`src/rtl/core/cwa_pkg.sv`:
```
`timescale 1ns / 1ps
// ----------------------------------------------------------------------------
// Centered window average: shared package
// Field widths, window limits and register reset value.
// ----------------------------------------------------------------------------
package cwa_pkg;

  localparam int VALUE_W        = 16;
  localparam int CFG_W          = 7;
  localparam int POS_W          = 16;
  localparam int CWA_MAX_WINDOW = 64;
  localparam int WIN_LIMIT      = 64;
  localparam int SUM_W          = VALUE_W + 6;

  localparam logic [CFG_W-1:0] WSIZE_RESET = 7'd11;

endpackage

```
`src/rtl/core/cwa_ram.sv`:
```
`timescale 1ns / 1ps
// ----------------------------------------------------------------------------
// Generic RAM
// One write port, one read port with registered read data.
// ----------------------------------------------------------------------------
module cwa_ram #(
  parameter int WIDTH = 16,
  parameter int DEPTH = 64,
  localparam int AW   = (DEPTH > 1) ? $clog2(DEPTH) : 1
) (
  input  logic             clk,
  input  logic             wr_en,
  input  logic [AW-1:0]    wr_addr,
  input  logic [WIDTH-1:0] wr_data,
  input  logic             rd_en,
  input  logic [AW-1:0]    rd_addr,
  output logic [WIDTH-1:0] rd_data
);

  logic [WIDTH-1:0] mem [DEPTH];

  always_ff @(posedge clk) begin
    if (wr_en) begin
      mem[wr_addr] <= wr_data;
    end
    if (rd_en) begin
      rd_data <= mem[rd_addr];
    end
  end

endmodule

```
`src/rtl/core/cwa_div.sv`:
```
`timescale 1ns / 1ps
// ----------------------------------------------------------------------------
// Centered window average: serial divider
// Signed sum over unsigned count, one quotient bit per cycle, truncating.
// ----------------------------------------------------------------------------
module cwa_div
  import cwa_pkg::*;
(
  input  logic                      clk,
  input  logic                      rst,
  input  logic                      start,
  input  logic signed [SUM_W-1:0]   dividend,
  input  logic        [CFG_W-1:0]   divisor,
  output logic                      done,
  output logic signed [VALUE_W-1:0] quotient
);

  localparam int CNT_W = $clog2(SUM_W + 1);

  logic             busy;
  logic [CNT_W-1:0] cnt;
  logic [CFG_W-1:0] rem;
  logic [SUM_W-1:0] quo;
  logic [CFG_W-1:0] dvsr;
  logic             neg;

  logic [CFG_W:0]   trial;
  logic [CFG_W:0]   diff;
  logic             ge;
  logic [SUM_W-1:0] mag;
  logic [SUM_W-1:0] signed_quo;

  assign mag        = dividend[SUM_W-1] ? (~dividend + 1'b1) : dividend;
  assign trial      = {rem, quo[SUM_W-1]};
  assign ge         = (trial >= {1'b0, dvsr});
  assign diff       = trial - {1'b0, dvsr};
  assign signed_quo = neg ? (~quo + 1'b1) : quo;
  assign quotient   = signed_quo[VALUE_W-1:0];

  always_ff @(posedge clk) begin
    if (rst) begin
      busy <= 1'b0;
      done <= 1'b0;
      cnt  <= '0;
    end else begin
      done <= 1'b0;
      if (start) begin
        busy <= 1'b1;
        cnt  <= '0;
      end else if (busy) begin
        cnt <= cnt + 1'b1;
        if (cnt == CNT_W'(SUM_W - 1)) begin
          busy <= 1'b0;
          done <= 1'b1;
        end
      end
    end
  end

  always_ff @(posedge clk) begin
    if (start) begin
      rem  <= '0;
      quo  <= mag;
      dvsr <= divisor;
      neg  <= dividend[SUM_W-1];
    end else if (busy) begin
      rem <= ge ? diff[CFG_W-1:0] : trial[CFG_W-1:0];
      quo <= {quo[SUM_W-2:0], ge};
    end
  end

endmodule

```
`src/rtl/core/centered_window_average_core.sv`:
```
`timescale 1ns / 1ps
// ----------------------------------------------------------------------------
// Centered window average core
// Mean of a clipped centered window over a sequence of Q8.8 values.
//
//   channel  dir  handshake              payload
//   cfg      in   cfg_valid/cfg_ready    window_size
//   in       in   in_valid/in_ready      feature_value, end_of_sequence
//   out      out  out_valid/out_ready    average, position, is_last
//
// An item that releases no result goes through the check state back to idle.
// For each result, every value leaving or entering the window sum is read
// over the one store read port, then the serial divider runs.
// The store needs no clearing pass at reset.
// The store keeps one slot beyond the widest window, so a value leaving
// the sum is still held when the next request lands.
// A stalled result waits in the output register while the next one runs.
// ----------------------------------------------------------------------------
module centered_window_average_core
  import cwa_pkg::*;
#(
  parameter int MAX_WINDOW = CWA_MAX_WINDOW
) (
  input  logic                      clk,
  input  logic                      rst,
  input  logic                      cfg_valid,
  output logic                      cfg_ready,
  input  logic        [CFG_W-1:0]   window_size,
  input  logic                      in_valid,
  output logic                      in_ready,
  input  logic signed [VALUE_W-1:0] feature_value,
  input  logic                      end_of_sequence,
  output logic                      out_valid,
  input  logic                      out_ready,
  output logic signed [VALUE_W-1:0] average,
  output logic        [POS_W-1:0]   position,
  output logic                      is_last
);

  localparam int DEPTH_I = MAX_WINDOW + 1;
  localparam int AW    = (DEPTH_I > 1) ? $clog2(DEPTH_I) : 1;
  localparam int EW    = AW + CFG_W + 2;
  localparam int CAP_I = (MAX_WINDOW < WIN_LIMIT) ? MAX_WINDOW : WIN_LIMIT;
  localparam logic [CFG_W-1:0] CAP     = CAP_I[CFG_W-1:0];
  localparam logic [EW-1:0]    DEPTH_E = DEPTH_I[EW-1:0];

  localparam logic [2:0] S_IDLE     = 3'd0;
  localparam logic [2:0] S_CHECK    = 3'd1;
  localparam logic [2:0] S_DROP     = 3'd2;
  localparam logic [2:0] S_DROP_ACC = 3'd3;
  localparam logic [2:0] S_ADD      = 3'd4;
  localparam logic [2:0] S_ADD_ACC  = 3'd5;
  localparam logic [2:0] S_DIV      = 3'd6;
  localparam logic [2:0] S_OUT      = 3'd7;

  function automatic logic [AW-1:0] mod_sub(input logic [AW-1:0] a,
                                            input logic [CFG_W-1:0] b);
    logic [EW-1:0] d;
    d = {{(EW-AW){1'b0}}, a} - {{(EW-CFG_W){1'b0}}, b};
    if (d[EW-1]) begin
      d = d + DEPTH_E;
    end
    return d[AW-1:0];
  endfunction

  function automatic logic [AW-1:0] mod_add(input logic [AW-1:0] a,
                                            input logic [CFG_W-1:0] b);
    logic [EW-1:0] s;
    s = {{(EW-AW){1'b0}}, a} + {{(EW-CFG_W){1'b0}}, b};
    if (s >= DEPTH_E) begin
      s = s - DEPTH_E;
    end
    return s[AW-1:0];
  endfunction

  logic [2:0]               state;
  logic [CFG_W-1:0]         wsize;
  logic [AW-1:0]            wr_ptr;
  logic [CFG_W-1:0]         pending;
  logic [CFG_W-1:0]         left_have;
  logic [POS_W-1:0]         next_output;
  logic                     last_flag;
  logic [AW-1:0]            win_lo;
  logic [CFG_W-1:0]         win_len;
  logic [AW-1:0]            tgt_lo;
  logic [CFG_W-1:0]         tgt_len;
  logic signed [SUM_W-1:0]  running_sum;

  logic [CFG_W-1:0]         w_eff;
  logic [CFG_W:0]           w_inc;
  logic [CFG_W-1:0]         half_l;
  logic [CFG_W-1:0]         half_r;
  logic [CFG_W-1:0]         left;
  logic [CFG_W-1:0]         pend_dec;
  logic [CFG_W-1:0]         right;
  logic                     emit_due;
  logic [AW-1:0]            center;

  logic                     in_acc;
  logic                     cfg_acc;
  logic                     rd_en;
  logic [AW-1:0]            rd_addr;
  logic [VALUE_W-1:0]       rd_data;
  logic signed [SUM_W-1:0]  rd_ext;
  logic                     div_start;
  logic                     div_done;
  logic signed [VALUE_W-1:0] div_q;

  assign in_ready  = (state == S_IDLE) && !cfg_valid;
  assign cfg_ready = (state == S_IDLE);
  assign in_acc    = in_valid && in_ready;
  assign cfg_acc   = cfg_valid && cfg_ready;

  assign w_eff  = (wsize == '0) ? CFG_W'(1) : ((wsize > CAP) ? CAP : wsize);
  assign w_inc  = {1'b0, w_eff} + 1'b1;
  assign half_l = w_eff >> 1;
  assign half_r = w_inc[CFG_W:1] - 1'b1;

  assign left     = (left_have < half_l) ? left_have : half_l;
  assign pend_dec = pending - 1'b1;
  assign right    = (last_flag && (pend_dec < half_r)) ? pend_dec : half_r;
  assign emit_due = last_flag ? (pending != '0) : (pending > half_r);
  assign center   = mod_sub(wr_ptr, pending);

  assign rd_en   = (state == S_DROP) || (state == S_ADD);
  assign rd_addr = (state == S_DROP) ? win_lo : mod_add(win_lo, win_len);
  assign rd_ext  = {{(SUM_W-VALUE_W){rd_data[VALUE_W-1]}}, rd_data};

  assign div_start = (state == S_ADD) && (win_len == tgt_len);

  cwa_ram #(
    .WIDTH (VALUE_W),
    .DEPTH (DEPTH_I)
  ) u_store (
    .clk     (clk),
    .wr_en   (in_acc),
    .wr_addr (wr_ptr),
    .wr_data (feature_value),
    .rd_en   (rd_en),
    .rd_addr (rd_addr),
    .rd_data (rd_data)
  );

  cwa_div u_div (
    .clk      (clk),
    .rst      (rst),
    .start    (div_start),
    .dividend (running_sum),
    .divisor  (tgt_len),
    .done     (div_done),
    .quotient (div_q)
  );

  always_ff @(posedge clk) begin
    if (rst) begin
      state       <= S_IDLE;
      wsize       <= WSIZE_RESET;
      wr_ptr      <= '0;
      pending     <= '0;
      left_have   <= '0;
      next_output <= '0;
      last_flag   <= 1'b0;
      win_lo      <= '0;
      win_len     <= '0;
      running_sum <= '0;
      out_valid   <= 1'b0;
    end else begin
      if (out_valid && out_ready) begin
        out_valid <= 1'b0;
      end
      case (state)
        S_IDLE: begin
          if (cfg_acc) begin
            wsize       <= window_size;
            wr_ptr      <= '0;
            pending     <= '0;
            left_have   <= '0;
            next_output <= '0;
            win_lo      <= '0;
            win_len     <= '0;
            running_sum <= '0;
          end else if (in_acc) begin
            wr_ptr    <= mod_add(wr_ptr, CFG_W'(1));
            pending   <= pending + 1'b1;
            last_flag <= end_of_sequence;
            state     <= S_CHECK;
          end
        end
        S_CHECK: begin
          if (emit_due) begin
            tgt_lo  <= mod_sub(center, left);
            tgt_len <= left + right + 1'b1;
            state   <= S_DROP;
          end else begin
            if (last_flag) begin
              wr_ptr      <= '0;
              pending     <= '0;
              left_have   <= '0;
              next_output <= '0;
              win_lo      <= '0;
              win_len     <= '0;
              running_sum <= '0;
            end
            state <= S_IDLE;
          end
        end
        S_DROP: begin
          state <= (win_lo != tgt_lo) ? S_DROP_ACC : S_ADD;
        end
        S_DROP_ACC: begin
          running_sum <= running_sum - rd_ext;
          win_lo      <= mod_add(win_lo, CFG_W'(1));
          win_len     <= win_len - 1'b1;
          state       <= S_DROP;
        end
        S_ADD: begin
          state <= (win_len != tgt_len) ? S_ADD_ACC : S_DIV;
        end
        S_ADD_ACC: begin
          running_sum <= running_sum + rd_ext;
          win_len     <= win_len + 1'b1;
          state       <= S_ADD;
        end
        S_DIV: begin
          if (div_done) begin
            state <= S_OUT;
          end
        end
        S_OUT: begin
          if (!out_valid) begin
            out_valid   <= 1'b1;
            pending     <= pend_dec;
            next_output <= next_output + 1'b1;
            if (left_have != CAP) begin
              left_have <= left_have + 1'b1;
            end
            state <= S_CHECK;
          end
        end
        default: begin
          state <= S_IDLE;
        end
      endcase
    end
  end

  always_ff @(posedge clk) begin
    if ((state == S_OUT) && !out_valid) begin
      average  <= div_q;
      position <= next_output;
      is_last  <= last_flag && (pending == CFG_W'(1));
    end
  end

endmodule

```
`config.mk`:
```
export PLATFORM = sky130hd
export DESIGN_NAME = centered_window_average_core
export DESIGN_NICKNAME = d
export VERILOG_FILES = /design/src/rtl/core/cwa_pkg.sv /design/src/rtl/core/cwa_ram.sv /design/src/rtl/core/cwa_div.sv /design/src/rtl/core/centered_window_average_core.sv
export SDC_FILE = /design/constraint.sdc
export NUM_CORES = 2
export LEC_CHECK = 0
export BUFFER_PORTS_ARGS = -buffer_cell sky130_fd_sc_hd__buf_2
export CELL_PAD_IN_SITES_DETAIL_PLACEMENT = 2
export CELL_PAD_IN_SITES_GLOBAL_PLACEMENT = 2
export CORE_MARGIN = 2
export CORE_UTILIZATION = 40
export CTS_BUF_LIST = sky130_fd_sc_hd__clkbuf_8
export CTS_CLUSTER_DIAMETER = 60
export DETAILED_ROUTE_END_ITERATION = 8
export PLACE_DENSITY_LB_ADDON = 0.2
export RECOVER_POWER = 25
export SKIP_LAST_GASP = 1
export SLEW_MARGIN = 20
export SYNTH_ARGS = -nofsm -noshare
export SYNTH_HDL_FRONTEND = slang
export SYNTH_SLANG_ARGS = --single-unit
```
`constraint.sdc`:
```
create_clock -name clk -period 4.45 [get_ports clk]
set_clock_uncertainty 0.05 [all_clocks]
set_input_delay 0.445 -clock clk [delete_from_list [all_inputs] [get_ports clk]]
set_output_delay 0.445 -clock clk [all_outputs]
set_load 0.05 [all_outputs]
```
**After elaboration in Yosys (flattened, before gate mapping)**

Memories as Yosys holds them, arrays and structs flattened. A register that Yosys moved wholly into a read port is not among the register bits.
Cells that the tools add are included.

- Add/subtract/negate cells: 26
- Order comparisons: 8
- Equality and inequality tests: 22
- Multiplexer cells: 57
- Bitwise operators: 5
- Reductions and logical operators: 31

Operators by type and width:

| kind | number |
|---|---|
| $mux 7 | 21 |
| $mux 22 | 6 |
| $pmux 22 s4 | 1 |
| $mux 16 | 5 |
| $pmux 7 s3 | 3 |
| $pmux 16 s3 | 1 |
| $add 16x1->16 const B | 2 |
| $add 7x1->7 const B | 4 |
| $pmux 7 s4 | 1 |
| $add 7x1->8 const B | 3 |
| $ge 8x7->1 const B | 3 |
| $pmux 3 s8 | 1 |
| $add 22x1->22 const B | 1 |
| $add 22x16->22 | 1 |
| $not 22->22 | 1 |
| $sub 22x16->22 | 1 |
| $sub 7x1->7 const B | 3 |
| $sub 7x7->7 const B | 3 |
| $not 16->16 | 1 |
| $reduce_and 4->1 | 4 |
| $sub 7x7->8 | 2 |
| $mux 3 | 5 |
| $add 7x7->7 const B | 2 |
| $ne 7x7->1 | 2 |
| 38 further kinds | 72 |

- Register bits: 176
- Memory bits (writable): 1040
- Output and inout bits: 36
- Word-level logic and storage cells: 173
- Memories kept: 1

Memory list:

| name | words | bits a word | rd ports | clocked after memory_dff | write ports | line | RTL |
|---|---|---|---|---|---|---|---|
| u_store.mem | 65 | 16 | 1 | 1 | 1 | cwa_ram.sv:20 | `logic [WIDTH-1:0] mem [DEPTH];` |

**Logic depth before layout (Yosys ltp)**

- Depth after elaboration: 10
- Depth in mapped cells: 28

**Hierarchy**

Synthesis repeated with hierarchy kept, for this count alone.

- Cells, all modules: 3344
- Area total of the unflattened synthesis: 52965.8 um^2

Modules (own cells, without submodules):

| module | times used | cells an instance | area an instance (um^2) |
|---|---|---|---|
| cwa_ram | 1 | 1915 | 40457.6 |
| centered_window_average_core | 1 | 1092 | 9429.0 |
| cwa_div | 1 | 337 | 3079.2 |

**Worst setup path after synthesis**

OpenSTA, ideal clock, no wires.

- Path type: reg-to-reg
- Start: reg wsize[0]
- End: reg tgt_len[6], data pin
- Setup time: 0.259 ns
- Arrival time: 4.420 ns
- Data required time: 4.141 ns
- Path slack: -0.280 ns
- Stages on the path, launching flop included: 27
- Path buffers: 0
- Period minus slack after synthesis: 4.730 ns
- Cells stage by stage: dfxtp_1 nor4_1 a21oi_1 nor2_1 ha_1 and3_1 xnor2_1 o22ai_1 nor2_1 nor2_1 ha_1 o21ai_0 nand2b_1 a21oi_1 o31ai_1 nand2_1 maj3_1 nand2_1 o21ai_0 ha_1 fa_1 nor2b_1 o21ai_0 nand2b_1 a21o_1 a21oi_1 xnor2_1

- Cells in the longest elaborated chain, start to end: 10
- Elaborated cells on any way between the ends: 13
- Those cells by class: add/sub (4); order compare (3); mux (4); reduce/logical (2)

Ends and longest elaborated chain:

| what | line | RTL |
|---|---|---|
| from (decl) | centered_window_average_core.sv:77 | `logic [CFG_W-1:0] wsize;` |
| from (signal assigned) | centered_window_average_core.sv:174 | `wsize <= window_size;` |
| $gt 7x7->1 | centered_window_average_core.sv:114 | `assign w_eff = (wsize == '0) ? CFG_W'(1) : ((wsize > CAP) ? CAP : wsize);` |
| $mux 7 | centered_window_average_core.sv:114 |  |
| $mux 7 (*) | centered_window_average_core.sv:114 |  |
| $add 7x1->8 | centered_window_average_core.sv:115 | `assign w_inc = {1'b0, w_eff} + 1'b1;` |
| $sub 7x1->7 | centered_window_average_core.sv:117 | `assign half_r = w_inc[CFG_W:1] - 1'b1;` |
| $lt 7x7->1 | centered_window_average_core.sv:121 | `assign right = (last_flag && (pend_dec < half_r)) ? pend_dec : half_r;` |
| $logic_and 1x1->1 | centered_window_average_core.sv:121 |  |
| $mux 7 | centered_window_average_core.sv:121 |  |
| $add 7x7->7 (*) | centered_window_average_core.sv:192 | `tgt_len <= left + right + 1'b1;` |
| $add 7x1->7 (*) | centered_window_average_core.sv:192 |  |
| to (signal assigned) | centered_window_average_core.sv:192 |  |
| to (decl) | centered_window_average_core.sv:86 | `logic [CFG_W-1:0] tgt_len;` |

Every way passes the cells marked *; elsewhere a longest branch is shown, timed or not.
A chain may end at the register's enable or synchronous reset.

**Worst setup path in the final report**

- Start: reg wsize[3]
- End: reg tgt_len[6], data pin

Same word-level chain as after synthesis.

==> summary.txt <==
Power
  • Pleak: 25.27 nW
  • Peak VDD IR: 0.0003207 V
  • Power Dens Cells: 390.0 nW/µm²

Yosys
  • Syn_nets: 4,808
  • Cell area after synthesis: 54,390 µm²
  • Netlist cell types: 74
  • Ys async rst share: 0
  • Post-synth top flop: edfxtp_1
  • Sequential area share after synthesis: 0.6620
  • EDFF count, synth: 1,133
  • Post-Synthesis Cells: 4,675
  • Flip-flop and latch count after synthesis: 1,232
  • Synthesized area per cell: 11.63 µm²
  • Synthesis Warnings: 0

Critical path
  • Flop2flop setup slack: -0.30 ns
  • Worst R2R Path Depth: 27
  • Critical Path End Type: register
  • Reg2reg end: tgt_len[6]
  • Worst Setup Start Kind: register
  • CP max FO: 8
  • Req. time, crit path: 5.08 ns
  • CP arrival: 5.38 ns
  • Critical R2R Launch: wsize[3]
  • WS Path Type: reg -> reg

CTS
  • Clock root buffer: clkbuf_8
  • Clk pin slew, worst setup/hold paths: 0.06 ns
  • H-tree level count: 4
  • Worst skew pair latency: 0.98 ns
  • CTS tree: yes
  • CTS buffer count: 212
  • Max clock buf depth: 3
  • # clock sinks: 1,232

STA
  • Count of pins over their slew limit: 554
  • Fin worst setup slack: -0.2987 ns
  • Slew @ Worst Pin: 4.333 ns
  • Final period util: 1.067
  • Final hold vios: 0
  • Fmax: 210.6 MHz
  • Post-layout min period: 4.749 ns
  • Setup-failing EPs final: 38
  • RSZ-0062 raised after global routing: true
  • Slew HR: -1.888

Floorplanning
  • Die X: 372.7 µm
  • Die area: 138,900 µm²
  • Core Region: 135,100 µm²
  • Height of the die: 372.7 µm
  • Row Count: 135
  • Initial Util: 0.4025
  • I/O pin cnt: 65

Routing
  • Avg WL per Cell: 30.61 µm
  • Iter 0 DRT Violations: 3,687
  • Routed WL: 220.5 mm
  • DR vias/cell: 5.911
  • Met1 WL: 84.67 mm
  • Metal3 WL: 13.12 mm
  • Drt drc: 0
  • Met2 WL post-DR: 111.4 mm
  • Final ANT Viol Nets: 0
  • Drt pass-1 iters: 5
  • Max Used Layer: met5
  • Vias post-DR: 42,578

Global routing
  • Global Route Usage Sum: 0.2852
  • First-pass GRT wire length: 296.9 mm
  • Largest net degree at the start of global routing: 66
  • Congestion Overflow GR: 0
  • Vias in the first global route: 45,558
  • Initial antenna violation count: 7

Run status
  • Status: finished, violations left
  • Failing checks: capacitance limit, slew limit, setup timing

Place
  • DP Area: 59,520 µm²
  • DP Worst Slack: -0.4163 ns
  • Gpl congestion: 0.8392
  • # port buffers: 64
  • Detailed Place HPWL: 124.0 mm

Hold path
  • Hold Path Sink: out_valid
  • Hold Path Origin: out_ready
  • Hold Path Depth: 5
  • Hold Crit Class: in -> reg

Cells and area
  • Fillers: 13,105
  • Commonest non-fill, non-tap cell in the layout: nand2_1
  • Nets: 5,400
  • Most frequent cells in the layout: nand2_1, edfxtp_1, nand3_1
  • Finished layout cell area: 67,720 µm²
  • Layout cells sized above 1: 0.2154
  • Synthesis-to-finish area growth: 24.50%

Job
  • Max cap viols: 15
==> timing repair <==
action | CTS | global route
hold buffers | 34 | 0
setup endpoints to repair | 44 | 81
resized for setup | 151 | 322
pin swaps | 86 | 132
gates cloned | 12 | 25
endpoints found under the hold margin | 195 | 0
buffers inserted | 50 | 91
==> worst max-delay path by stage <==
stage              from         end  slack [ns]  cells past startpoint
6_report       wsize[3]  tgt_len[6]       -0.30                     27
5_1_grt        wsize[3]  tgt_len[6]       -0.55                     28
4_1_cts        wsize[0]  tgt_len[6]       -0.14                     27
3_5_place_dp   wsize[3]  tgt_len[6]       -0.42                     27
3_3_place_gp   wsize[3]  tgt_len[6]       -0.25                     26
2_1_floorplan  wsize[3]  tgt_len[6]       0.007                     26
==> cells in the mapped netlist, drive strengths merged, types with 8 or more instances <==
cell       n  area share
and3     117       0.013
a22oi     25      0.0035
o22ai      8     0.00092
a311oi   101       0.016
nand3    427       0.039
a31oi     40      0.0046
mux2i     21      0.0039
mux2      10      0.0021
and2      11      0.0013
o211a     17      0.0031
clkbuf   132      0.0091
a21oi     92      0.0085
nand2   1230       0.085
nor2     224       0.015
a221oi    18      0.0040
o21ai    127       0.012
nand2b    22      0.0025
a21boi    17      0.0023
o21a      14      0.0019
nand4     25      0.0029
o31ai     15      0.0021
buf      139       0.013
nor3      35      0.0032
inv       83      0.0057
a221o     15      0.0028
edfxtp  1133        0.63
or3       35      0.0040
a21o      44      0.0061
dfxtp     99       0.036
xor2      74       0.012
a211oi    14      0.0023
o211ai    33      0.0046
xnor2     82       0.013
nor2b     27      0.0031
nor4       9      0.0010
ha        97       0.022
==> worst max-delay path, cell delays in order (launching register included) <==
cell      delay [ns]
dfxtp_2         0.34
nor4_4          0.31
a21oi_2         0.09
nor2_1          0.12
ha_2            0.23
and3_4          0.23
xnor2_4         0.14
o22ai_2         0.13
nor2_2          0.17
buf_4           0.13
buf_4           0.10
buf_4           0.09
buf_4           0.09
buf_4           0.11
a21oi_4         0.04
o31ai_2         0.28
nand2_1         0.10
maj3_2          0.34
nand2_4         0.13
nor2_1          0.07
a21oi_1         0.15
ha_1            0.26
nor2b_1         0.13
o21ai_1         0.15
nand2b_1        0.10
a21o_1          0.17
a21oi_2         0.14
xnor2_1         0.08
==> sequential cells by signal, indices dropped and copies added (netlist names), 16 cells and up <==
register	cells
running_sum	22
position	16
u_div.quo	22
u_store.mem	1040
next_output	16
u_store.rd_data	16
average	16
==> area by class of cell <==
cell class              count  area (µm²)  share of cell area
clock inverters           151       837.1             0.01236
repair buffers            649        6654             0.09826
diodes                      5       12.51           0.0001848
flip-flops and latches   1232       36010              0.5318
multi-input cells        3088       18720              0.2765
inverters                  84       315.3            0.004656
clock buffers             213        2932             0.04329
well taps                1781        2228             0.03291
==> power breakdown <==
| group | internal [W] | switching (W) | leakage, nW | total (W) |
|---|---|---|---|---|
| clock | 0.00462 | 0.00528 | 2.19 | 0.00989 |
| sequential | 0.0127 | 0.0000422 | 11.0 | 0.0128 |
| combinational | 0.00152 | 0.00221 | 12.1 | 0.00373 |
| total | 0.0189 | 0.00753 | 25.3 | 0.0264 |
==> metrics by stage <==
stage	total power (W)	hold slack, ns	instances	setup TNS [ns]	utilization
after floorplan	0.01460	0.3564	4675	0	-
after global placement	0.01573	0.3752	6640	-1.960	0.4405
after detailed placement	0.01587	0.3928	6640	-6.478	0.4405
after CTS	0.02574	0.03135	7096	-0.6648	0.4817
after global routing	0.02725	0.2763	7201	-13.43	0.5011
final	0.02641	0.3326	7203	-4.436	0.5011
==> routing by layer <==
| metal | up-vias | global-route usage |
|---|---|---|
| li1 | 18165 | - |
| met3 | 516 | 0.04857 |
| met5 | - | 0 |
| met4 | 4 | 0.1342 |
| met2 | 1714 | 0.4951 |
| met1 | 22179 | 0.3448 |
==> logic make-up after synthesis <==
| logic type | Yosys count | share of synthesized area |
|---|---|---|
| AOI/OAI and AO/OA | 612 | 0.07996 |
| xor gates and xnor gates | 156 | 0.02512 |
| adders and majority gates | 105 | 0.02507 |
| buffers and inverters | 355 | 0.02754 |
| DFF | 1232 | 0.6620 |
| muxes | 31 | 0.006004 |
| other | 1 | 0.00006895 |
| and+or+nand+nor | 2183 | 0.1743 |
Power figures use the tool's default switching activity.
